[config.mk]
export PLATFORM = sky130hd
export DESIGN_NAME = learning_switch_table_with_aging
export DESIGN_NICKNAME = d
export VERILOG_FILES = /design/src/rtl/lsta_pkg.sv /design/src/rtl/lsta_cell.sv /design/src/rtl/learning_switch_table_with_aging.sv
export SDC_FILE = /design/constraint.sdc
export NUM_CORES = 1
export LEC_CHECK = 0
export BUFFER_PORTS_ARGS = -buffer_cell sky130_fd_sc_hd__buf_2
export CAP_MARGIN = 15
export CORE_MARGIN = 4
export CORE_UTILIZATION = 55
export CTS_BUF_LIST = sky130_fd_sc_hd__clkbuf_4 sky130_fd_sc_hd__clkbuf_8
export CTS_CLUSTER_DIAMETER = 80
export DETAILED_ROUTE_END_ITERATION = 10
export GPL_TIMING_DRIVEN = 0
export PLACE_DENSITY_LB_ADDON = 0.1
export RECOVER_POWER = 100
export SLEW_MARGIN = 5
export SYNTH_ARGS = -nofsm -noshare
export SYNTH_HDL_FRONTEND = slang
export SYNTH_SLANG_ARGS = --single-unit
[constraint.sdc]
create_clock -name clk -period 3.9 [get_ports clk]
set_input_delay 0.585 -clock clk [delete_from_list [all_inputs] [get_ports clk]]
set_output_delay 0.585 -clock clk [all_outputs]
set_load 0.005 [all_outputs]
[src/rtl/lsta_pkg.sv]
package lsta_pkg;

    localparam int ST_W = 5;
    localparam int PT_W = 3;
    localparam int AG_W = 8;

    localparam logic [AG_W-1:0] AGING_RESET = 8'd10;

    localparam logic MODE_FRAME = 1'b0;
    localparam logic MODE_TICK  = 1'b1;

    localparam logic KIND_FWD = 1'b0;
    localparam logic KIND_EXP = 1'b1;

    localparam logic [0:0] REG_AGING_START = 1'b0;

    typedef struct packed {
        logic            learn;
        logic [ST_W-1:0] src;
        logic [ST_W-1:0] dst;
        logic [PT_W-1:0] port;
        logic [AG_W-1:0] aging;
    } cell_ctl_t;

    typedef struct packed {
        logic            hit;
        logic [PT_W-1:0] port;
        logic            expire;
    } cell_stat_t;

endpackage

[src/rtl/lsta_cell.sv]
module lsta_cell #(
    parameter int IDX = 0
) (
    input  logic                  clk,
    input  logic                  rst_n,
    input  logic                  tok_in,
    input  lsta_pkg::cell_ctl_t   ctl,
    output logic                  tok_out,
    output lsta_pkg::cell_stat_t  stat
);

    logic                        tok_reg;
    logic                        valid_reg;
    logic                        valid_next;
    logic [lsta_pkg::PT_W-1:0]   port_reg;
    logic [lsta_pkg::AG_W-1:0]   timer_reg;
    logic [lsta_pkg::AG_W-1:0]   timer_next;
    logic                        learn_here;
    logic                        age_out;

    assign learn_here = ctl.learn && (int'(ctl.src) == IDX);
    assign age_out    = tok_reg && valid_reg && (timer_reg <= 8'd1);

    always_comb
    begin
        valid_next = valid_reg;
        timer_next = timer_reg;
        if (learn_here)
        begin
            valid_next = 1'b1;
            timer_next = ctl.aging;
        end
        else if (tok_reg && valid_reg)
        begin
            if (age_out)
            begin
                valid_next = 1'b0;
                timer_next = '0;
            end
            else
            begin
                timer_next = timer_reg - 8'd1;
            end
        end
    end

    always_ff @(posedge clk or negedge rst_n)
    begin
        if (!rst_n)
        begin
            tok_reg   <= 1'b0;
            valid_reg <= 1'b0;
            timer_reg <= '0;
        end
        else
        begin
            tok_reg   <= tok_in;
            valid_reg <= valid_next;
            timer_reg <= timer_next;
        end
    end

    always_ff @(posedge clk)
    begin
        if (learn_here)
        begin
            port_reg <= ctl.port;
        end
    end

    assign tok_out     = tok_reg;
    assign stat.hit    = valid_reg && (int'(ctl.dst) == IDX);
    assign stat.port   = port_reg;
    assign stat.expire = age_out;

endmodule

[src/rtl/learning_switch_table_with_aging.sv]
// Channel   | Handshake            | Beat
// ----------+----------------------+---------------------------------------------
// command   | start, busy          | mode, src_station, dst_station, in_port
// result    | strobe (no stall)    | kind, port_mask, was_known, expired_station,
//           |                      | expired_port, last
// config    | psel/penable/pwrite  | paddr, pwdata, prdata, pready
//
// A frame learns and looks up in state FRAME; the result shows in the next cycle.
// A tick passes a token down the row of STATIONS cells, one cell a cycle, so it
// stays busy until the token leaves the row, then in FLUSH if anything expired.
// Reset clears every valid bit and timer at once; no clearing pass.
// Results cannot be stalled; each beat shows for exactly one cycle.
module learning_switch_table_with_aging #(
    parameter int STATIONS = 32,
    parameter int PORTS    = 8
) (
    input  logic                       clk,
    input  logic                       rst_n,
    input  logic                       start,
    output logic                       busy,
    input  logic                       mode,
    input  logic [lsta_pkg::ST_W-1:0]  src_station,
    input  logic [lsta_pkg::ST_W-1:0]  dst_station,
    input  logic [lsta_pkg::PT_W-1:0]  in_port,
    output logic                       strobe,
    output logic                       kind,
    output logic [PORTS-1:0]           port_mask,
    output logic                       was_known,
    output logic [lsta_pkg::ST_W-1:0]  expired_station,
    output logic [lsta_pkg::PT_W-1:0]  expired_port,
    output logic                       last,
    input  logic                       psel,
    input  logic                       penable,
    input  logic                       pwrite,
    input  logic [0:0]                 paddr,
    input  logic [31:0]                pwdata,
    output logic [31:0]                prdata,
    output logic                       pready
);

    localparam logic [1:0] S_IDLE  = 2'd0;
    localparam logic [1:0] S_FRAME = 2'd1;
    localparam logic [1:0] S_SWEEP = 2'd2;
    localparam logic [1:0] S_FLUSH = 2'd3;

    logic [1:0]                  state_reg;
    logic [1:0]                  state_next;
    logic [lsta_pkg::AG_W-1:0]   aging_reg;
    logic [lsta_pkg::ST_W-1:0]   src_reg;
    logic [lsta_pkg::ST_W-1:0]   dst_reg;
    logic [lsta_pkg::PT_W-1:0]   port_reg;

    logic                        accept;
    logic                        inject;

    logic                        pend_vld_reg;
    logic                        pend_vld_next;
    logic [lsta_pkg::ST_W-1:0]   pend_sta_reg;
    logic [lsta_pkg::ST_W-1:0]   pend_sta_next;
    logic [lsta_pkg::PT_W-1:0]   pend_port_reg;
    logic [lsta_pkg::PT_W-1:0]   pend_port_next;

    logic                        strobe_reg;
    logic                        strobe_next;
    logic                        kind_reg;
    logic                        kind_next;
    logic [PORTS-1:0]            mask_reg;
    logic [PORTS-1:0]            mask_next;
    logic                        known_reg;
    logic                        known_next;
    logic [lsta_pkg::ST_W-1:0]   esta_reg;
    logic [lsta_pkg::ST_W-1:0]   esta_next;
    logic [lsta_pkg::PT_W-1:0]   eport_reg;
    logic [lsta_pkg::PT_W-1:0]   eport_next;
    logic                        last_reg;
    logic                        last_next;

    lsta_pkg::cell_ctl_t         ctl;
    lsta_pkg::cell_stat_t        stat [STATIONS];
    logic [STATIONS:0]           tok;

    logic                        tbl_hit;
    logic [lsta_pkg::PT_W-1:0]   tbl_port;
    logic                        exp_any;
    logic [lsta_pkg::ST_W-1:0]   exp_sta;
    logic [lsta_pkg::PT_W-1:0]   exp_port;
    logic                        fwd_hit;
    logic                        known;
    logic [lsta_pkg::PT_W-1:0]   known_port;

    function automatic logic [PORTS-1:0] port_bit(input logic [lsta_pkg::PT_W-1:0] p);
        logic [PORTS-1:0] b;
        for (int k = 0; k < PORTS; k++)
        begin
            b[k] = (int'(p) == k);
        end
        return b;
    endfunction

    assign busy   = (state_reg != S_IDLE);
    assign accept = start && !busy;
    assign inject = accept && (mode == lsta_pkg::MODE_TICK);

    // configuration
    assign pready = 1'b1;
    assign prdata = {{(32 - lsta_pkg::AG_W){1'b0}}, aging_reg};

    always_ff @(posedge clk or negedge rst_n)
    begin
        if (!rst_n)
        begin
            aging_reg <= lsta_pkg::AGING_RESET;
        end
        else if (psel && penable && pwrite && pready
                 && (paddr == lsta_pkg::REG_AGING_START))
        begin
            aging_reg <= pwdata[lsta_pkg::AG_W-1:0];
        end
    end

    // hold the command beat
    always_ff @(posedge clk)
    begin
        if (accept)
        begin
            src_reg  <= src_station;
            dst_reg  <= dst_station;
            port_reg <= in_port;
        end
    end

    // row of cells
    assign ctl.learn = (state_reg == S_FRAME);
    assign ctl.src   = src_reg;
    assign ctl.dst   = dst_reg;
    assign ctl.port  = port_reg;
    assign ctl.aging = aging_reg;
    assign tok[0]    = inject;

    for (genvar g = 0; g < STATIONS; g++)
    begin : g_cell
        lsta_cell #(.IDX(g)) u_cell (
            .clk     (clk),
            .rst_n   (rst_n),
            .tok_in  (tok[g]),
            .ctl     (ctl),
            .tok_out (tok[g+1]),
            .stat    (stat[g])
        );
    end

    always_comb
    begin
        tbl_hit  = 1'b0;
        tbl_port = '0;
        exp_any  = 1'b0;
        exp_sta  = '0;
        exp_port = '0;
        for (int i = 0; i < STATIONS; i++)
        begin
            tbl_hit  = tbl_hit | stat[i].hit;
            tbl_port = tbl_port | (stat[i].hit ? stat[i].port : '0);
            exp_any  = exp_any | stat[i].expire;
            exp_sta  = exp_sta | (stat[i].expire ? i[lsta_pkg::ST_W-1:0] : '0);
            exp_port = exp_port | (stat[i].expire ? stat[i].port : '0);
        end
    end

    // the source learned this cycle wins over the stored entry
    assign fwd_hit    = (dst_reg == src_reg) && (int'(src_reg) < STATIONS);
    assign known      = fwd_hit || tbl_hit;
    assign known_port = fwd_hit ? port_reg : tbl_port;

    always_comb
    begin
        state_next     = state_reg;
        pend_vld_next  = pend_vld_reg;
        pend_sta_next  = pend_sta_reg;
        pend_port_next = pend_port_reg;
        strobe_next    = 1'b0;
        kind_next      = kind_reg;
        mask_next      = mask_reg;
        known_next     = known_reg;
        esta_next      = esta_reg;
        eport_next     = eport_reg;
        last_next      = last_reg;
        case (state_reg)
            S_IDLE:
            begin
                if (accept)
                begin
                    state_next = inject ? S_SWEEP : S_FRAME;
                end
            end
            S_FRAME:
            begin
                strobe_next = 1'b1;
                kind_next   = lsta_pkg::KIND_FWD;
                mask_next   = known ? port_bit(known_port) : ~port_bit(port_reg);
                known_next  = known;
                esta_next   = '0;
                eport_next  = '0;
                last_next   = 1'b1;
                state_next  = S_IDLE;
            end
            S_SWEEP:
            begin
                if (exp_any)
                begin
                    // release the previous report, hold the new one
                    if (pend_vld_reg)
                    begin
                        strobe_next = 1'b1;
                        kind_next   = lsta_pkg::KIND_EXP;
                        mask_next   = '0;
                        known_next  = 1'b0;
                        esta_next   = pend_sta_reg;
                        eport_next  = pend_port_reg;
                        last_next   = 1'b0;
                    end
                    pend_vld_next  = 1'b1;
                    pend_sta_next  = exp_sta;
                    pend_port_next = exp_port;
                end
                if (tok[STATIONS])
                begin
                    state_next = (pend_vld_reg || exp_any) ? S_FLUSH : S_IDLE;
                end
            end
            S_FLUSH:
            begin
                strobe_next   = 1'b1;
                kind_next     = lsta_pkg::KIND_EXP;
                mask_next     = '0;
                known_next    = 1'b0;
                esta_next     = pend_sta_reg;
                eport_next    = pend_port_reg;
                last_next     = 1'b1;
                pend_vld_next = 1'b0;
                state_next    = S_IDLE;
            end
            default:
            begin
                state_next = S_IDLE;
            end
        endcase
    end

    always_ff @(posedge clk or negedge rst_n)
    begin
        if (!rst_n)
        begin
            state_reg    <= S_IDLE;
            pend_vld_reg <= 1'b0;
            strobe_reg   <= 1'b0;
        end
        else
        begin
            state_reg    <= state_next;
            pend_vld_reg <= pend_vld_next;
            strobe_reg   <= strobe_next;
        end
    end

    always_ff @(posedge clk)
    begin
        pend_sta_reg  <= pend_sta_next;
        pend_port_reg <= pend_port_next;
        kind_reg      <= kind_next;
        mask_reg      <= mask_next;
        known_reg     <= known_next;
        esta_reg      <= esta_next;
        eport_reg     <= eport_next;
        last_reg      <= last_next;
    end

    assign strobe          = strobe_reg;
    assign kind            = kind_reg;
    assign port_mask       = mask_reg;
    assign was_known       = known_reg;
    assign expired_station = esta_reg;
    assign expired_port    = eport_reg;
    assign last            = last_reg;

endmodule

Word-level counts from Yosys, hierarchy flattened
Cells that the tools add are included.
Widths: inputs -> output; s select.
- $add $sub $neg: 32
- magnitude comparators: 32
- equal/unequal tests: 84
- mux-type cells: 315
- bitwise logic cells: 156
- reduce and logical (&&, ||, !) cells: 247
- operators with widths (kind ; count):
    $mux 8 ; 99
    $le 8x1->1 const B ; 32
    $sub 8x1->8 const B ; 32
    $mux 3 ; 71
    $or 3x3->3 ; 65
    $eq 5x5->1 const B ; 32
    $reduce_bool 2->1 ; 67
    $logic_and 1x1->1 ; 133
    $mux 1 ; 104
    $mux 5 ; 18
    $eq 5x4->1 const B ; 16
    $or 5x5->5 ; 15
    $reduce_and 2->1 ; 35
    $or 1x1->1 ; 62
    $eq 5x3->1 const B ; 8
    $mux 4 ; 8
    $or 4x4->4 ; 7
    $eq 3x3->1 const B ; 8
    $pmux 8 s3 ; 1
    $eq 5x2->1 const B ; 4
    $pmux 5 s3 ; 1
    $eq 3x2->1 const B ; 4
    $mux 2 ; 6
    $eq 5x1->1 const B ; 2
    25 further kinds ; 36
- flip-flop bits (word level): 468
- input bits: 53
- output and inout bits: 54
- logic and storage cells: 1009

Longest topological paths before layout
- word-level depth: 38
- depth in mapped cells: 11

Cells and area by module
From an unflattened synthesis, not the netlist that was laid out.
- cell total of the unflattened synthesis: 2540
- area, all modules: 25942.4 um^2
- by module, submodules not included (module ; times used ; cells each ; area an instance (um^2)):
    learning_switch_table_with_aging ; 1 ; 331 ; 3510.9
    lsta_cell at g_cell[21].u_cell ... ; 4 ; 68 ; 683.2
    lsta_cell at g_cell[1].u_cell ... ; 3 ; 67 ; 690.7
    lsta_cell at g_cell[13].u_cell ... ; 2 ; 71 ; 737.0
    lsta_cell at g_cell[6].u_cell ... ; 2 ; 69 ; 718.2
    lsta_cell at g_cell[29].u_cell ... ; 2 ; 68 ; 715.7
    lsta_cell at g_cell[0].u_cell ... ; 2 ; 70 ; 696.9
    lsta_cell at g_cell[17].u_cell ... ; 2 ; 67 ; 689.4
    lsta_cell at g_cell[20].u_cell ... ; 2 ; 67 ; 685.7
    lsta_cell at g_cell[23].u_cell ... ; 2 ; 69 ; 685.7
    lsta_cell at g_cell[15].u_cell ; 1 ; 71 ; 734.5
    lsta_cell at g_cell[7].u_cell ; 1 ; 74 ; 734.5
    lsta_cell at g_cell[11].u_cell ; 1 ; 78 ; 718.2
    lsta_cell at g_cell[8].u_cell ; 1 ; 69 ; 716.9
    7 more rows ; n/a ; n/a ; n/a

Least setup slack after synthesis
Ideal clock, no wire load.
- path type: flip-flop to flip-flop
- start: register g_cell[5].u_cell.timer_reg[3] (netlist bit)
- end: register eport_reg (netlist bit expired_port[0]) (enable)
- arrival: 2.849 ns
- required time: 3.501 ns
- slack: 0.652 ns
- cell stages (with the launch flop): 8
- path buffers: 0
- clock period less this slack: 3.248 ns
- path through: dfrtp_1 > or4_4 > or4_1 > nand4b_1 > nor4b_1 > nand4_2 > nand2_2 > o21bai_1
- cells in the longest elaborated chain, start to end: 31
- ends and longest elaborated chain (item ; line ; RTL):
    start, declared ; lsta_cell.sv:16 ; logic [lsta_pkg::AG_W-1:0] timer_reg;
    start signal, assigned ; lsta_cell.sv:59 ; timer_reg <= timer_next;
    $le 8x1->1 ; lsta_cell.sv:22 ; assign age_out = tok_reg && valid_reg && (timer_reg <= 8'd1);
    $logic_and 1x1->1 ; lsta_cell.sv:22 ;
    $or 1x1->1 (27 in series) ; learning_switch_table_with_aging.sv:163 ; exp_any = exp_any | stat[i].expire;
    $ne 2x2->1 (no line) ; n/a ;
    $reduce_and 3->1 (no line) ; n/a ;
    end signal, assigned ; learning_switch_table_with_aging.sv:273 ; eport_reg <= eport_next;
    end, declared ; learning_switch_table_with_aging.sv:73 ; logic [lsta_pkg::PT_W-1:0] eport_reg;
No other way between the ends.
A chain may end at the register's enable or synchronous reset.

Final worst setup path
- start: register g_cell[31].u_cell.timer_reg[2] (netlist bit)
- end: register mask_reg[1] (netlist: port_mask[1]) (enable)
- cells in the longest elaborated chain, start to end: 5
- ends and longest elaborated chain (item ; line ; RTL):
    start, declared ; lsta_cell.sv:16 ;
    start signal, assigned ; lsta_cell.sv:59 ;
    $le 8x1->1 ; lsta_cell.sv:22 ;
    $logic_and 1x1->1 ; lsta_cell.sv:22 ;
    $or 1x1->1 ; learning_switch_table_with_aging.sv:163 ;
    $ne 2x2->1 (no line) ; n/a ;
    $reduce_and 3->1 (no line) ; n/a ;
    end signal, assigned ; learning_switch_table_with_aging.sv:270 ; mask_reg <= mask_next;
    end, declared ; learning_switch_table_with_aging.sv:67 ; logic [PORTS-1:0] mask_reg;
No other way between the ends.

==> impl_metrics.xml <==
<?xml version="1.0" encoding="UTF-8"?>
<metrics>
  <group name="die">
    <metric name="die_h" unit="um">221</metric>
    <metric name="rows" unit="">77</metric>
    <metric name="top_level_ports" unit="">107</metric>
    <metric name="die_wd" unit="um">221</metric>
    <metric name="placeable_core_area" unit="um^2">44600</metric>
    <metric name="initial_core_util" unit="">0.562</metric>
    <metric name="fp.dieArea" unit="um^2">49000</metric>
  </group>
  <group name="status">
    <metric name="status" unit="">finished, violations left</metric>
    <metric name="violations_in_the_final_reports" unit="">max-capacitance violations, max-slew violations</metric>
  </group>
  <group name="routing">
    <metric name="post_drt_wl_per_cell" unit="um">25.0</metric>
    <metric name="avgViaCountPerCell" unit="">6.37</metric>
    <metric name="drt-pass1-iter-count" unit="">8</metric>
    <metric name="detail_route.wirelength" unit="um">87800</metric>
    <metric name="vias" unit="">22423</metric>
    <metric name="detailedRoute.firstIterationViolations" unit="">2702</metric>
    <metric name="ant_nets" unit="">0</metric>
    <metric name="drc_errors" unit="">0</metric>
  </group>
  <group name="sta">
    <metric name="max_clock_freq" unit="MHz">263</metric>
    <metric name="setup_viol_count_final" unit="">0</metric>
    <metric name="grt_setup_unrepaired" unit="">false</metric>
    <metric name="worstMarginPinSlew" unit="ns">2.13</metric>
    <metric name="hold_slack" unit="ns">0.0803</metric>
    <metric name="finalCriticalPeriod" unit="ns">3.80</metric>
    <metric name="clock_skew" unit="ns">0.0381</metric>
    <metric name="report.final.hold_viol_count" unit="">0</metric>
    <metric name="finalCritPeriodShare" unit="">0.975</metric>
    <metric name="slew_headroom" unit="">-0.418</metric>
    <metric name="finalSetupTns" unit="ns">0</metric>
    <metric name="drv_slew" unit="">34</metric>
  </group>
  <group name="placement">
    <metric name="port_buffer_cells" unit="">57</metric>
    <metric name="placed_cells" unit="">3363</metric>
    <metric name="gp_routability_congestion" unit="">1.05</metric>
    <metric name="place_hpwl" unit="um">64300</metric>
  </group>
  <group name="grt">
    <metric name="antenna_found_initial" unit="">4</metric>
    <metric name="groute.usage.overall" unit="">0.348</metric>
    <metric name="grt_pass1_vias" unit="">21138</metric>
    <metric name="grt.overflow.total" unit="">0</metric>
    <metric name="grt_start_max_net_pins" unit="">111</metric>
    <metric name="global_route_wire_length_before_repair" unit="um">130000</metric>
  </group>
  <group name="clocking">
    <metric name="clk-insertion-delay-late" unit="ns">0.68</metric>
    <metric name="ctsLongestPathBuffers" unit="">3</metric>
    <metric name="cts_max_level" unit="">3</metric>
    <metric name="clock_tree.root_cell" unit="">sky130_fd_sc_hd__clkbuf_8</metric>
    <metric name="cts_post_setup_buffers_inserted" unit="">0</metric>
    <metric name="cts_tree" unit="">yes</metric>
    <metric name="tritoncts.num_buffers" unit="">81</metric>
    <metric name="clock-sinks" unit="">468</metric>
    <metric name="path_clk_slew" unit="ns">0.06</metric>
  </group>
  <group name="worst_hold_path">
    <metric name="startpoint_of_the_tightest_hold_check_path" unit="">src_station[3]</metric>
    <metric name="min_path_type" unit="">in -&gt; reg</metric>
    <metric name="hold-path-endpoint" unit="">src_reg[3]$_DFFE_PP_</metric>
    <metric name="min_path_cells" unit="">1</metric>
  </group>
  <group name="cells_and_area">
    <metric name="layout.cells.non_filler" unit="">3520</metric>
    <metric name="layout-area-overhead-vs-synth" unit="%">12.6</metric>
    <metric name="seqCellArea" unit="um^2">12400</metric>
    <metric name="layout.core_utilization" unit="">0.632</metric>
    <metric name="drive_above_1_share" unit="">0.107</metric>
    <metric name="multi_input_area" unit="um^2">11500</metric>
    <metric name="largest_register_ff_count" unit="">256</metric>
    <metric name="fin_nets" unit="">2976</metric>
    <metric name="num-fill-cells" unit="">3751</metric>
  </group>
  <group name="synth">
    <metric name="flop_and_latch_count_out_of_synthesis" unit="">468</metric>
    <metric name="ys_dominant_reg_cell" unit="">sky130_fd_sc_hd__dfrtp_1</metric>
    <metric name="synth_top_cell_area_share" unit="">0.330</metric>
    <metric name="synthesis.yosys.warnings" unit="">0</metric>
    <metric name="postSynth.asyncResetShare" unit="">0.709</metric>
    <metric name="synthTopCellsByArea" unit="">sky130_fd_sc_hd__dfrtp_1, sky130_fd_sc_hd__edfxtp_1, sky130_fd_sc_hd__a21oi_1</metric>
    <metric name="synthCells" unit="">2674</metric>
    <metric name="syn_area" unit="um^2">25100</metric>
    <metric name="yosysUniqueCellTypes" unit="">90</metric>
    <metric name="synth_seq_area_share" unit="">0.495</metric>
    <metric name="syn-mean-instance-area" unit="um^2">9.37</metric>
    <metric name="synth_edf_count" unit="">136</metric>
    <metric name="synthDominantAreaCellType" unit="">sky130_fd_sc_hd__dfrtp_1</metric>
  </group>
  <group name="worst_setup_path">
    <metric name="worst-r2r-cell-count" unit="">7</metric>
    <metric name="worstPathRequired" unit="ns">4.18</metric>
    <metric name="worstSetupEndpointType" unit="">flip-flop</metric>
    <metric name="register_to_register_path_setup_slack" unit="ns">0.1</metric>
    <metric name="worst-setup-path-type" unit="">reg -&gt; reg</metric>
    <metric name="crit_start_category" unit="">flip-flop</metric>
    <metric name="reg2reg_from" unit="">g_cell[31].u_cell.timer_reg[2]$_DFFE_PN0P_</metric>
    <metric name="cp_data_arrival_time" unit="ns">4.08</metric>
    <metric name="timing.critical_path.from" unit="">g_cell[31].u_cell.timer_reg[2]$_DFFE_PN0P_</metric>
    <metric name="critical_path.max_fanout" unit="">19</metric>
    <metric name="r2r-end" unit="">port_mask[1]$_SDFFCE_PP0P_</metric>
  </group>
  <group name="power">
    <metric name="power.total" unit="mW">18.6</metric>
    <metric name="power.ir.vdd_worst" unit="mV">0.556</metric>
    <metric name="power.leakage" unit="nW">11.6</metric>
    <metric name="power.density" unit="nW/um^2">659</metric>
  </group>
  <group name="flow_run">
    <metric name="maxCapViolations" unit="">1</metric>
  </group>
</metrics>
## routing by layer
layer	vias up	track usage	wire length (um)
li1	10150	-	-
met1	10870	0.479	36000
met2	1181	0.508	37600
met3	218	0.104	9680
met4	4	0.168	4550
met5	-	0	45
## cell families (layout without fill, tap and decap cells)
family | after synthesis | after routing | share of synthesized area
DFF | 468 | 468 | 0.495
muxes | 22 | 22 | 0.00979
AOI/OAI and AO/OA | 680 | 680 | 0.164
adders and majority gates | 64 | 64 | 0.0320
xor gates and xnor gates | 41 | 41 | 0.0143
and+or+nand+nor | 1103 | 1103 | 0.234
buffers and inverters | 294 | 524 | 0.0508
other | 2 | 26 | 0.000300
## cells in the final DEF, fill, tap and decap left out, types with 13 or more instances in the layout
cell type	n
sky130_fd_sc_hd__xnor2_1	22
sky130_fd_sc_hd__clkinv_2	14
sky130_fd_sc_hd__nor2b_1	20
sky130_fd_sc_hd__nor4_1	44
sky130_fd_sc_hd__xor2_1	19
sky130_fd_sc_hd__a211oi_1	35
sky130_fd_sc_hd__and2_1	19
sky130_fd_sc_hd__nand4_1	43
sky130_fd_sc_hd__or2_2	13
sky130_fd_sc_hd__nand3b_1	14
sky130_fd_sc_hd__inv_1	134
sky130_fd_sc_hd__a21oi_1	235
sky130_fd_sc_hd__o31ai_1	13
sky130_fd_sc_hd__nor2_1	227
sky130_fd_sc_hd__edfxtp_1	136
sky130_fd_sc_hd__nand2b_1	21
sky130_fd_sc_hd__or4_1	36
sky130_fd_sc_hd__nand3_1	65
sky130_fd_sc_hd__nor3_1	189
sky130_fd_sc_hd__clkinv_1	19
sky130_fd_sc_hd__or3_1	47
sky130_fd_sc_hd__and3_1	20
sky130_fd_sc_hd__dfrtp_1	330
sky130_fd_sc_hd__o22ai_1	23
sky130_fd_sc_hd__nand2_1	234
sky130_fd_sc_hd__o21ai_0	190
sky130_fd_sc_hd__nor3b_1	16
sky130_fd_sc_hd__a22oi_1	32
sky130_fd_sc_hd__buf_2	58
sky130_fd_sc_hd__ha_1	64
sky130_fd_sc_hd__buf_4	30
sky130_fd_sc_hd__conb_1	25
sky130_fd_sc_hd__clkbuf_1	112
sky130_fd_sc_hd__clkbuf_4	31
sky130_fd_sc_hd__a31oi_1	37
sky130_fd_sc_hd__and4_1	19
sky130_fd_sc_hd__clkbuf_8	94
## worst max-delay path, cell delays in order, from the launching register on
cell	delay (ns)
sky130_fd_sc_hd__dfrtp_1	0.42
sky130_fd_sc_hd__or4_1	0.60
sky130_fd_sc_hd__nor4_2	0.99
sky130_fd_sc_hd__nor4_1	0.17
sky130_fd_sc_hd__and2_1	0.22
sky130_fd_sc_hd__nand4_2	0.15
sky130_fd_sc_hd__nand2_2	0.11
sky130_fd_sc_hd__o21bai_2	0.73
## synth_stat cells (37+ instances only)
cell type / n
sky130_fd_sc_hd__or3_1: 47
sky130_fd_sc_hd__edfxtp_1: 136
sky130_fd_sc_hd__nor2_1: 227
sky130_fd_sc_hd__o21ai_0: 184
sky130_fd_sc_hd__nand3_1: 65
sky130_fd_sc_hd__nor4_1: 46
sky130_fd_sc_hd__nor3_1: 189
sky130_fd_sc_hd__a31oi_1: 37
sky130_fd_sc_hd__a21oi_1: 235
sky130_fd_sc_hd__clkbuf_1: 89
sky130_fd_sc_hd__inv_1: 131
sky130_fd_sc_hd__dfrtp_1: 330
sky130_fd_sc_hd__nand2_1: 234
sky130_fd_sc_hd__ha_1: 64
sky130_fd_sc_hd__nand4_1: 43
## where the power goes
group	leakage (nW)	internal, mW	switching [mW]
sequential	5.59	6.45	1.55
clock	0.943	2.83	2.11
combinational	5.04	2.21	3.42
total	11.6	11.5	7.09
## cell type report
class                      count  area share
antenna                        1   0.0000887
clock buffer                 118      0.0523
tap                          592      0.0263
buffer                       152      0.0258
multi-input combinational   1935       0.407
timing repair buffer          79      0.0195
sequential                   468       0.440
inverter                     142      0.0189
clock inverter                33      0.0109
## stage by stage
stage	cell area, um^2	setup slack [ns]
6_report	28200	0.0977
5_1_grt	28200	0.0371
4_1_cts	28200	0.193
3_5_place_dp	26400	0.241
3_3_place_gp	26200	-4.32
2_1_floorplan	25100	0.652
## worst max path at each step
| stage | endpoint | slack (ns) |
|---|---|---|
| finish | port_mask[1]$_SDFFCE_PP0P_ | 0.1 |
| global route | expired_station[0]$_SDFFCE_PN0P_ | 0.04 |
| CTS | port_mask[1]$_SDFFCE_PP0P_ | 0.19 |
| detailed placement | port_mask[1]$_SDFFCE_PP0P_ | 0.24 |
| global placement | g_cell[8].u_cell.timer_reg[5]$_DFFE_PN0P_ | -4.32 |
| floorplan | expired_port[0]$_SDFFCE_PN0P_ | 0.65 |
## timing repair
item,in CTS,in global routing
hold buffers,1,0
setup endpoints to repair,0,19
hold endpoints to repair,33,0
gates resized for setup,0,2
Note: power is estimated with default switching activity, not from simulation.
